<file path="src/rtl/rfc_pkg.sv">
// Types and constants of the response frame checker.
// No dependencies; imported by every module of the block.
package rfc_pkg;

  // Frame bytes
  localparam logic [7:0] BYTE_ZERO = 8'h00;
  localparam logic [7:0] BYTE_FF   = 8'hFF;
  localparam logic [7:0] BYTE_APP  = 8'h01;
  localparam logic [7:0] BYTE_TFI  = 8'hD5;

  // Register reset values
  localparam logic [15:0] MAX_PAYLOAD_RST = 16'd264;
  localparam logic [7:0]  EXP_CMD_RST     = 8'd0;

  // Configuration register indexes
  typedef enum logic {
    REG_MAX_PAYLOAD = 1'b0,
    REG_EXP_CMD     = 1'b1
  } reg_idx_e;

  // Final status codes
  typedef enum logic [3:0] {
    ST_OK    = 4'd0,
    ST_PRE   = 4'd1,
    ST_APP   = 4'd2,
    ST_LSUM  = 4'd3,
    ST_LEN   = 4'd4,
    ST_ID    = 4'd5,
    ST_CODE  = 4'd6,
    ST_DSUM  = 4'd7,
    ST_POST  = 4'd8,
    ST_TRUNC = 4'd9
  } status_e;

  // Parser phases
  typedef enum logic [3:0] {
    PH_PRE0    = 4'd0,
    PH_PRE1    = 4'd1,
    PH_PRE2    = 4'd2,
    PH_KIND0   = 4'd3,
    PH_KIND1   = 4'd4,
    PH_APPCODE = 4'd5,
    PH_EXT_LH  = 4'd6,
    PH_EXT_LL  = 4'd7,
    PH_EXT_LCS = 4'd8,
    PH_TFI     = 4'd9,
    PH_CODE    = 4'd10,
    PH_PAYLOAD = 4'd11,
    PH_DCS     = 4'd12,
    PH_POST    = 4'd13
  } phase_e;

  typedef struct packed {
    logic [15:0] max_payload;
    logic [7:0]  expected_command;
  } cfg_t;

  typedef struct packed {
    logic        is_final;
    logic [7:0]  payload_byte;
    status_e     status;
    logic [7:0]  app_error_code;
    logic [15:0] payload_length;
  } res_t;

endpackage

</file>
<file path="src/rtl/rfc_parser.sv">
// Frame parser: phase state, length and checksum tracking, result decision.
// Depends on rfc_pkg; fed one word per advance by the top level input register.
module rfc_parser import rfc_pkg::*; (
  input  logic       clk_i,
  input  logic       rst_ni,
  input  logic       advance_i,
  input  logic [7:0] byte_i,
  input  logic       end_i,
  input  cfg_t       cfg_i,
  output logic       has_result_o,
  output res_t       result_o
);

  phase_e      phase_q, phase_d;
  logic [15:0] pos_q, pos_d;
  logic [15:0] len_q, len_d;
  logic [7:0]  hold_q, hold_d;
  logic [7:0]  sum_q, sum_d;
  logic        done_q, done_d;

  logic        closed, pay;
  status_e     st;
  logic [7:0]  code;
  logic [15:0] plen;
  logic [7:0]  lsum;

  // Length below two, or payload above the limit
  function automatic logic length_bad(input logic [15:0] len, input logic [15:0] lim);
    logic [15:0] pl;
    pl = len - 16'd2;
    return (len < 16'd2) || (pl > lim);
  endfunction

  // Work out the next state and the verdict for this word
  always_comb begin
    phase_d = phase_q;
    pos_d   = pos_q;
    len_d   = len_q;
    hold_d  = hold_q;
    sum_d   = sum_q;
    done_d  = done_q;
    closed  = 1'b0;
    pay     = 1'b0;
    st      = ST_OK;
    code    = 8'h00;
    plen    = 16'h0000;
    lsum    = 8'h00;

    if (!done_q) begin
      unique case (phase_q)
        PH_PRE0: begin
          if (byte_i == BYTE_ZERO) phase_d = PH_PRE1;
          else begin closed = 1'b1; st = ST_PRE; end
        end
        PH_PRE1: begin
          if (byte_i == BYTE_ZERO) phase_d = PH_PRE2;
          else begin closed = 1'b1; st = ST_PRE; end
        end
        PH_PRE2: begin
          if (byte_i == BYTE_FF) phase_d = PH_KIND0;
          else begin closed = 1'b1; st = ST_PRE; end
        end
        PH_KIND0: begin
          hold_d  = byte_i;
          phase_d = PH_KIND1;
        end
        PH_KIND1: begin
          lsum = hold_q + byte_i;
          priority if (hold_q == BYTE_APP && byte_i == BYTE_FF) begin
            phase_d = PH_APPCODE;
          end else if (hold_q == BYTE_FF && byte_i == BYTE_FF) begin
            phase_d = PH_EXT_LH;
          end else if (lsum != 8'h00) begin
            closed = 1'b1; st = ST_LSUM;
          end else begin
            len_d = {8'h00, hold_q};
            if (length_bad({8'h00, hold_q}, cfg_i.max_payload)) begin
              closed = 1'b1; st = ST_LEN;
            end else phase_d = PH_TFI;
          end
        end
        PH_APPCODE: begin
          closed = 1'b1; st = ST_APP; code = byte_i;
        end
        PH_EXT_LH: begin
          hold_d  = byte_i;
          phase_d = PH_EXT_LL;
        end
        PH_EXT_LL: begin
          len_d   = {hold_q, byte_i};
          phase_d = PH_EXT_LCS;
        end
        PH_EXT_LCS: begin
          lsum = hold_q + len_q[7:0] + byte_i;
          if (lsum != 8'h00) begin
            closed = 1'b1; st = ST_LSUM;
          end else if (length_bad(len_q, cfg_i.max_payload)) begin
            closed = 1'b1; st = ST_LEN;
          end else phase_d = PH_TFI;
        end
        PH_TFI: begin
          if (byte_i != BYTE_TFI) begin
            closed = 1'b1; st = ST_ID;
          end else begin
            sum_d   = byte_i;
            phase_d = PH_CODE;
          end
        end
        PH_CODE: begin
          // a command of FF has no valid response code
          if (cfg_i.expected_command != BYTE_FF &&
              byte_i == cfg_i.expected_command + 8'd1) begin
            sum_d   = sum_q + byte_i;
            pos_d   = 16'h0000;
            phase_d = (len_q == 16'd2) ? PH_DCS : PH_PAYLOAD;
          end else begin
            closed = 1'b1; st = ST_CODE;
          end
        end
        PH_PAYLOAD: begin
          sum_d = sum_q + byte_i;
          pay   = 1'b1;
          pos_d = pos_q + 16'd1;
          if (pos_d == len_q - 16'd2) phase_d = PH_DCS;
        end
        PH_DCS: begin
          lsum = sum_q + byte_i;
          if (lsum != 8'h00) begin
            closed = 1'b1; st = ST_DSUM;
          end else phase_d = PH_POST;
        end
        default: begin
          // postamble, and any phase code that means nothing
          closed = 1'b1;
          if (byte_i == BYTE_ZERO) plen = len_q - 16'd2;
          else st = ST_POST;
        end
      endcase
    end

    if (closed) done_d = 1'b1;

    // restart the frame after the last word of a read
    if (end_i) begin
      phase_d = PH_PRE0;
      pos_d   = 16'h0000;
      len_d   = 16'h0000;
      hold_d  = 8'h00;
      sum_d   = 8'h00;
      done_d  = 1'b0;
    end
  end

  // Build the result word
  always_comb begin
    result_o     = '{is_final: 1'b1, payload_byte: 8'h00, status: ST_OK,
                     app_error_code: 8'h00, payload_length: 16'h0000};
    has_result_o = 1'b0;
    if (!done_q) begin
      priority if (closed) begin
        has_result_o            = 1'b1;
        result_o.status         = st;
        result_o.app_error_code = code;
        result_o.payload_length = plen;
      end else if (end_i) begin
        has_result_o    = 1'b1;
        result_o.status = ST_TRUNC;
      end else if (pay) begin
        has_result_o          = 1'b1;
        result_o.is_final     = 1'b0;
        result_o.payload_byte = byte_i;
      end
    end
  end

  always_ff @(posedge clk_i or negedge rst_ni) begin
    if (!rst_ni) begin
      phase_q <= PH_PRE0;
      pos_q   <= 16'h0000;
      len_q   <= 16'h0000;
      hold_q  <= 8'h00;
      sum_q   <= 8'h00;
      done_q  <= 1'b0;
    end else if (advance_i) begin
      phase_q <= phase_d;
      pos_q   <= pos_d;
      len_q   <= len_d;
      hold_q  <= hold_d;
      sum_q   <= sum_d;
      done_q  <= done_d;
    end
  end

endmodule

</file>
<file path="config.mk">
export PLATFORM = sky130hd
export DESIGN_NAME = rfc_parser
export DESIGN_NICKNAME = d
export VERILOG_FILES = /design/src/rtl/rfc_pkg.sv /design/src/rtl/rfc_parser.sv
export SDC_FILE = /design/constraint.sdc
export NUM_CORES = 1
export LEC_CHECK = 0
export ABC_AREA = 1
export BUFFER_PORTS_ARGS = -buffer_cell sky130_fd_sc_hd__buf_2
export CAP_MARGIN = 10
export CORE_ASPECT_RATIO = 0.8
export CORE_MARGIN = 2
export CORE_UTILIZATION = 45
export DETAILED_ROUTE_END_ITERATION = 10
export GPL_TIMING_DRIVEN = 1
export PLACE_DENSITY = 0.69
export SLEW_MARGIN = 20
export SYNTH_ARGS = -nofsm -noshare
export SYNTH_HDL_FRONTEND = slang
export SYNTH_SLANG_ARGS = --single-unit
</file>
<file path="constraint.sdc">
create_clock -name clk_i -period 3.5 [get_ports clk_i]
set_input_delay 0.35 -clock clk_i [delete_from_list [all_inputs] [get_ports clk_i]]
set_output_delay 0.35 -clock clk_i [all_outputs]
set_load 0.03 [all_outputs]
</file>
* Yosys cells after proc, flatten, opt, wreduce, memory -nomap -nowiden
Index checks and enable logic that the tools add are counted. Widths: inputs -> output; s select.
Word-level totals: flip-flop bits (word level) 53, bits of input ports 36, output and inout port bits 38, word-level logic and storage cells 158
Operators by class: add/sub/neg operators 8, $lt $le $gt $ge 4, equality and inequality tests 35, muxes and demuxes 79, reduce and logical (&&, ||, !) cells 26
Operators with widths (number):
- $mux 16 | 10
- $mux 4 | 18
- $mux 8 | 8
- $pmux 16 s2 | 2
- $pmux 4 s12 | 1
- $mux 37 | 1
- $ne 3x3->1 const B | 12
- $pmux 4 s9 | 1
- $add 8x8->8 | 4
- $gt 16x16->1 | 2
- $mux 3 | 10
- $mux 9 | 3
- $mux 24 | 1
- $pmux 8 s3 | 1
- $reduce_bool 8->1 | 3
- $mux 1 | 22
- $eq 4x4->1 const B | 5
- $add 16x1->16 const B | 1
- $eq 16x16->1 | 1
- $eq 16x2->1 const B | 1
- $eq 4x3->1 const B | 4
- $eq 8x8->1 const B | 2
- $lt 16x2->1 const B | 1
- $ne 8x8->1 const B | 2
- 28 further kinds | 36

* Logic depth before layout (Yosys ltp)
Gate-level depths: netlist of run 1.
depth after elaboration 11, depth in mapped cells 25, depth with buffers taken out 25

* Worst setup path before layout of run 1
No wires, ideal clock.
path type flip-flop to output port, start point reg len_q[1], end point out result_o[16] (netlist name), arrival 3.192 ns, slack -0.042 ns, stages on the path, launching flop included 19, path buffers 1, path through dfrtp_1 fa_1 ha_1 inv_1 fa_1 inv_1 nand3_1 nand3b_1 nand2_1 nand3_1 nor2_1 nand2_1 nand2_1 nand3_1 nor2_1 nand3_2 nand2_2 buf_4 nor3_1
RTL lines:
- start: declaration | RTL line rfc_parser.sv:16 | logic [15:0] len_q, len_d;
- start signal: assignment | RTL line rfc_parser.sv:187 | len_q <= len_d;
- end: declaration | RTL line rfc_parser.sv:11 | output res_t result_o

==> results.md, run 1 <==
* Status: finished, violations left
* Failing checks: setup timing
* Die area at 15600 µm²
* Post-Synth Simple-Gate Area at 0.425
* Prevailing post-synth register cell: dfrtp_1
* Nets at 1290
* Count of flip-flops with a built-in enable after synthesis at 0
* Clock transition at path regs at about 0.080 ns
* Die height at 112 µm
* Drt drc at 0
* WHS at 0.178 ns
* Cell variety after synth at 42
* Number of CTS-inserted buffers at 5
* Initial antenna violation count at 0
* Non-Filler Instances at between 1000 and 1500
* Max rail drop VDD at 0.406 mV
* RePlAce Congestion at 0.951
* Fin crit period at 3.77 ns
* Root Buffer: clkbuf_16
* Via count at 7466
* P&R area growth vs syn at 24.4%
* Tot Pwr at 2720 µW
* Leakage Power at 0.00433 µW
* XOR/XNOR Fraction of Synth Area at 0.0395
* Routed wire length at 21.7 mm
* Cts hold-fix bufs at 0
* FF+latch area at 1330 µm²
* Cells after DPL at 1360
* Slew margin rel. at 0.401
* Synth Area in Adders at 0.124
* Period Utilization, post-route at 1.08
* IO Count at 74
* Worst Hold Class: primary input to async pin
* Avg Cell Area, Syn at 6.20 µm²
* Final hold vios at 0
* Largest family of logic cells by synthesized area: simple AND/OR/NAND/NOR gates
* Die W at around 140 µm
* Placed cell area at 7540 µm²
* CP top delay family: adder cells
* Area taken by multi-input logic gates at roughly 4700 µm²
* Synthesized instance count at 1057
* Syn nets at between 1000 and 1500
* Site Rows at 39
* Post-synthesis mux area share at 0
* Least-Margin Pin Slew at 0.898 ns
* CTS Sinks at between 50 and 60
* Most frequent CP cell: nand2_1
* CP Cell Sequence: fa_1, ha_2, inv_2, fa_2, inv_2, nand3_2, nand2_1, nand2_1, nand2_1, nand3_1, nor2_1, nand2_1, nand2_2, nand3_2, nor2_4, nand3_4, nand4_4, buf_12, nor2_1, buf_4
* Vias/cell at 5.41
* Fmax at 265 MHz
* Slew Limit Fails at 0
* Port Buffers at 73
* Crit path arrival time at 3.42 ns
* Type of the worst setup path: register to output pin
* Clk_skew at 0.00891 ns
* Setup tns final at -6.68 ns
* Setup crit end kind: output pin
* Critical path startpoint category: register
* Post-detail-place hpwl at ~17 mm
* Buf/Inv on CP at 4
* Synth Area in Compound Gates at 0.100
* Grt total ovfl at 0
* Synthesized flop and latch total at 53
* Crit path setup slack, layout at -0.272 ns
* Clock buffer depth at 2
* Largest net degree at the start of global routing at 36
* RSZ-0062 raised after global routing: true
* CORE AREA at 14200 µm²
* # diodes at 0
* Sequential element share of the synthesized area at 0.202
* Crit path max fanout at 7
* Max-Cap Viols at 0
* P per Cell Area at 333 nW/µm²
* First-pass GRT wire length at approximately 34 mm
* CP max-delay cell: fa_1
* Synth warn at 0
* Clk Latency, worst-skew pair at 0.30 ns
* Fillers at 1383
* Post-Syn Area at 6560 µm²
* Max incr delay on CP at 0.55 ns
* H-tree lvl count at 2
* Routed Antenna Nets at 0
* Ratio of cells with drive above 1 in the final layout at 0.233
* DR WL/cell at between 15 and 20 µm
* Most frequent cells in the layout: nand2_1 (304), inv_1 (137), nor2_1 (91)
* Ys async rst share at 1.00
* Initial DRT Pass Iterations at 5
* Initial Utilization at 0.460
* TritonCTS clock tree: built
* Initial DRC Count at ~700
* Commonest non-fill, non-tap cell in the layout: nand2_1
* Final instance area at 8160 µm²
* Number of global-route vias before repair at 6681
* Worst Path Required at 3.15 ns
* GRT Total Usage at 0.273
* Endpoints failing setup at 29
worst paths after layout:
path                                 startpoint                      to  slack (ns)  cells past startpoint
hold / removal                           rst_ni    pos_q[8]$_DFFE_PN0P_        0.18                      1
hold reg to reg            sum_q[5]$_DFFE_PN0P_    sum_q[5]$_DFFE_PN0P_        0.49                      2
setup reg to reg           len_q[1]$_DFFE_PN0P_  phase_q[2]$_DFFE_PN0P_        0.28                     22
max in group asynchronous                rst_ni  phase_q[2]$_DFFE_PN0P_        2.54                      2
setup / recovery           len_q[1]$_DFFE_PN0P_             result_o[5]       -0.27                     20
min in group clk_i                    advance_i      done_q$_DFFE_PN0P_        0.36                      3
state kept, by name (all words and copies together) (netlist names):
signal / flops
done_q: 1
hold_q: 8
len_q: 16
phase_q: 4
pos_q: 16
sum_q: 8
timing repair:
action,CTS,global route
gates cloned,0,1
endpoints found under the setup margin,29,29
resized for setup,42,61
setup buffers,5,6
pin swaps,1,18
synth_stat cells (22+ instances only):
| library cell | number | area [µm²] |
|---|---|---|
| nand3_1 | 83 | 415 |
| inv_1 | 141 | 529 |
| nor2_2 | 22 | 138 |
| nor3_1 | 22 | 110 |
| nand4_1 | 30 | 188 |
| dfrtp_1 | 53 | 1330 |
| nor2_1 | 106 | 398 |
| inv_2 | 22 | 82.6 |
| a21oi_1 | 35 | 175 |
| xor2_1 | 22 | 193 |
| o21ai_0 | 38 | 190 |
| nand2_1 | 314 | 1180 |
| ha_1 | 49 | 613 |
worst reg2reg max path, stage by stage, from the launching register on:
cell	delay (ns)
dfrtp_2	0.45
fa_1	0.55
ha_2	0.18
inv_2	0.05
fa_2	0.40
inv_2	0.08
nand3_2	0.06
nand2_1	0.06
nand2_1	0.04
nand2_1	0.05
nand3_1	0.06
nor2_1	0.10
nand2_1	0.08
nand2_2	0.08
buf_4	0.10
buf_4	0.09
inv_1	0.05
nor2_1	0.12
nand3_1	0.11
nand2_1	0.20
nand2_4	0.09
nand2_1	0.06
nand2_1	0.05
per-stage QoR:
step	setup WS, ns	utilization
3_3_place_gp	0.0316	0.529
3_5_place_dp	-0.0979	0.529
4_1_cts	-0.165	0.553
2_1_floorplan	-0.0425	-
5_1_grt	-0.470	0.572
6_report	-0.272	0.572
layer usage:
metal,vias to the layer above,track usage,wire length [µm]
met4,0,0.0377,262
met1,3417,0.423,10400
met5,-,0,0
li1,3694,-,-
met3,26,0.0585,2180
met2,329,0.398,8910
kinds of logic (layout without fill, tap and decap cells):
logic type	count (synthesis)	in the layout
DFF	53	53
and+or+nand+nor	618	618
xor gates and xnor gates	28	28
adders and majority gates	59	59
buffers and inverters	182	320
AOI/OAI and AO/OA	117	117
area by class of cell:
class,count,area share
flip-flops and latches,53,0.164
clock inverters,2,0.00430
repair buffers,147,0.131
well taps,184,0.0282
clock buffers,5,0.0153
multi-input cells,822,0.581
inverters,166,0.0766
report_power, final:
part           internal (µW)  leakage (µW)  total [µW]  switching, µW
Sequential               656      0.000719         711           54.9
Combinational            539       0.00353        1430            895
Clock                    333     0.0000797         574            240
Note: power is estimated with default switching activity, not from simulation.
==> run 2, diff against run 1 <==
Settings changed: TNS_END_PERCENT from default to 30.
==> run 2 against run 1 <==
Net effect: the run still ends with setup timing left; setup slack lost 0.0029 ns; sequential cell count stayed put; global-route usage about the same; worst hold slack got worse by 0.019 ns; die area is the same; non-clock buffer count shrank 2; core utilization decreased by 0.16 points; count of clock-buffer cells in the layout stayed put; cell count down 0.15%; clock power about the same; first-iteration DRC count shrank 7.7%; clock skew down 0.0012 ns; critical path type unchanged; largest power group unchanged.
==> results.md, run 2 (same netlist as run 1, synthesis figures left out) <==
* Status: finished, violations left (unchanged)
* Failing checks: setup timing (unchanged)
* TritonCTS clock tree: built (unchanged)
* Crit path max fanout at 6 (was 7)
* Reg2Reg Setup Slack at 0.29 ns (was 0.28 ns)
* Number of global-route vias before repair at 6677 (was 6681)
* Worst Path Required at 3.15 ns (about the same)
* DR WL/cell at 15.7 µm (was 15.8 µm)
* Max-Cap Viols at 0 (unchanged)
* Most frequent cells in the layout: nand2_1 (304), inv_1 (137), nor2_1 (92) (was nand2_1 (304), inv_1 (137), nor2_1 (91))
* Largest net degree at the start of global routing at 36 (unchanged)
* Leakage Power at 0.00432 µW (was 0.00433 µW)
* H-tree lvl count at 2 (unchanged)
* IO Count at 74 (unchanged)
* Routed Antenna Nets at 0 (unchanged)
* Period Utilization, post-route at 1.08 (about the same)
* Fin crit period at 3.77 ns (about the same)
* Routed wire length at 21.7 mm (about the same)
* P per Cell Area at 334 nW/µm² (was 333 nW/µm²)
* Root Buffer: clkbuf_16 (unchanged)
* RePlAce Congestion at 0.951 (unchanged)
* Nets at 1288 (was 1290)
* WL met2 at 8.87 mm (was 8.91 mm)
* Post-detail-place hpwl at 17.3 mm (unchanged)
* GRT Total Usage at 0.273 (about the same)
* Number of CTS-inserted buffers at 5 (unchanged)
* Max rail drop VDD at 0.407 mV (was 0.406 mV)
* Die height at 112 µm (unchanged)
* Initial DRT Pass Iterations at 6 (was 5)
* Port Buffers at 73 (unchanged)
* Ratio of cells with drive above 1 in the final layout at 0.231 (was 0.233)
* Initial antenna violation count at 0 (unchanged)
* # diodes at 0 (unchanged)
* CTS Sinks at 53 (unchanged)
* CORE AREA at 14200 µm² (unchanged)
* Setup crit end kind: output pin (unchanged)
* Non-Filler Instances at 1377 (was 1379)
* Least-Margin Pin Slew at 0.891 ns (was 0.898 ns)
* Endpoints failing setup at 29 (unchanged)
* Commonest non-fill, non-tap cell in the layout: nand2_1 (unchanged)
* Cts hold-fix bufs at 0 (unchanged)
* P&R area growth vs syn at 24.0% (was 24.4%)
* Final instance area at 8130 µm² (was 8160 µm²)
* RSZ-0062 raised after global routing: true (unchanged)
* Clock transition at path regs at 0.07 ns (was 0.08 ns)
* Crit path setup slack, layout at -0.275 ns (was -0.272 ns)
* Crit path arrival time at 3.42 ns (about the same)
* Initial DRC Count at 647 (was 701)
* Placed cell area at 7540 µm² (unchanged)
* Cells after DPL at 1360 (unchanged)
* Initial Utilization at 0.460 (unchanged)
* Setup tns final at -6.66 ns (was -6.68 ns)
* Post-layout util at 0.571 (was 0.572)
* Placement Setup Slack at -0.0979 ns (unchanged)
* Grt total ovfl at 0 (unchanged)
* Clock buffer depth at 2 (unchanged)
* Via count at 7428 (was 7466)
* Vias/cell at 5.39 (was 5.41)
* Slew Limit Fails at 0 (unchanged)
* M1 WL at 10.3 mm (was 10.4 mm)
* Fmax at 265 MHz (about the same)
* Slew margin rel. at 0.406 (was 0.401)
* Worst Hold Class: primary input to async pin (unchanged)
* First-pass GRT wire length at 34.2 mm (about the same)
* Die W at 139 µm (unchanged)
* WL met3 at 2.22 mm (was 2.18 mm)
* Critical path startpoint category: register (unchanged)
* Clk_skew at 0.00775 ns (was 0.00891 ns)
* Uppermost layer routed: met4 (unchanged)
* Biggest regs: len_q x16, pos_q x16 (unchanged)
* Site Rows at 39 (unchanged)
* Drt drc at 0 (unchanged)
* Die area at 15600 µm² (unchanged)
* Clk Latency, worst-skew pair at 0.30 ns (about the same)
* Final hold vios at 0 (unchanged)
* Type of the worst setup path: register to output pin (unchanged)
==> run 2: routing by layer <==
layer	track usage	vias to the layer above
met5	0	-
met4	0.0377	0
met3	0.0585	30
met2	0.398	323
met1	0.423	3386
li1	-	3689
==> run 2: worst paths after layout <==
kind,from,to,cells after the start
max,len_q[1]$_DFFE_PN0P_,result_o[13],20
min,rst_ni,pos_q[8]$_DFFE_PN0P_,1
max reg2reg,len_q[1]$_DFFE_PN0P_,phase_q[2]$_DFFE_PN0P_,22
min reg2reg,sum_q[5]$_DFFE_PN0P_,sum_q[5]$_DFFE_PN0P_,2
max in group asynchronous,rst_ni,phase_q[2]$_DFFE_PN0P_,2
min in group clk_i,advance_i,done_q$_DFFE_PN0P_,3
==> run 2: worst max-delay path, cell delays in order (launching register included) <==
cell and delay [ns]:
dfrtp_2 0.45, fa_1 0.55, ha_2 0.18, inv_2 0.05, fa_2 0.40, inv_2 0.08
nand3_2 0.06, nand2_1 0.06, nand2_1 0.04, nand2_1 0.05, nand3_1 0.06, nor2_1 0.10
nand2_1 0.08, nand2_2 0.08, nand3_2 0.08, nor2_4 0.13, nand3_4 0.13, nand4_4 0.17
clkbuf_16 0.19, nor2_2 0.04, buf_6 0.14
==> run 2: where the power goes <==
part           leakage, µW  switching (µW)  internal [µW]
clock            0.0000797             239            333
combinational      0.00352             893            536
sequential        0.000719            55.0            656
==> run 2: area by class of cell <==
type,instances,area (µm²)
Fill cell,1389,6120
Multi-Input combinational cell,822,4730
Sequential cell,53,1330
Timing Repair Buffer,145,1060
Inverter,166,624
Tap cell,184,230
Clock buffer,5,125
Clock inverter,2,35.0
==> run 2: repair_timing <==
action	in CTS	in global routing
setup endpoints to repair	29	29
cloned	0	1
setup buffers	5	4
resized for setup	42	59
pin swaps	1	18
==> run 2: through the flow <==
step           hold WS [ns]  total power [µW]
2_1_floorplan        0.0544              1600
3_3_place_gp          0.463              2020
3_5_place_dp          0.473              2030
4_1_cts               0.199              2640
5_1_grt               0.219              2910
6_report              0.159              2710
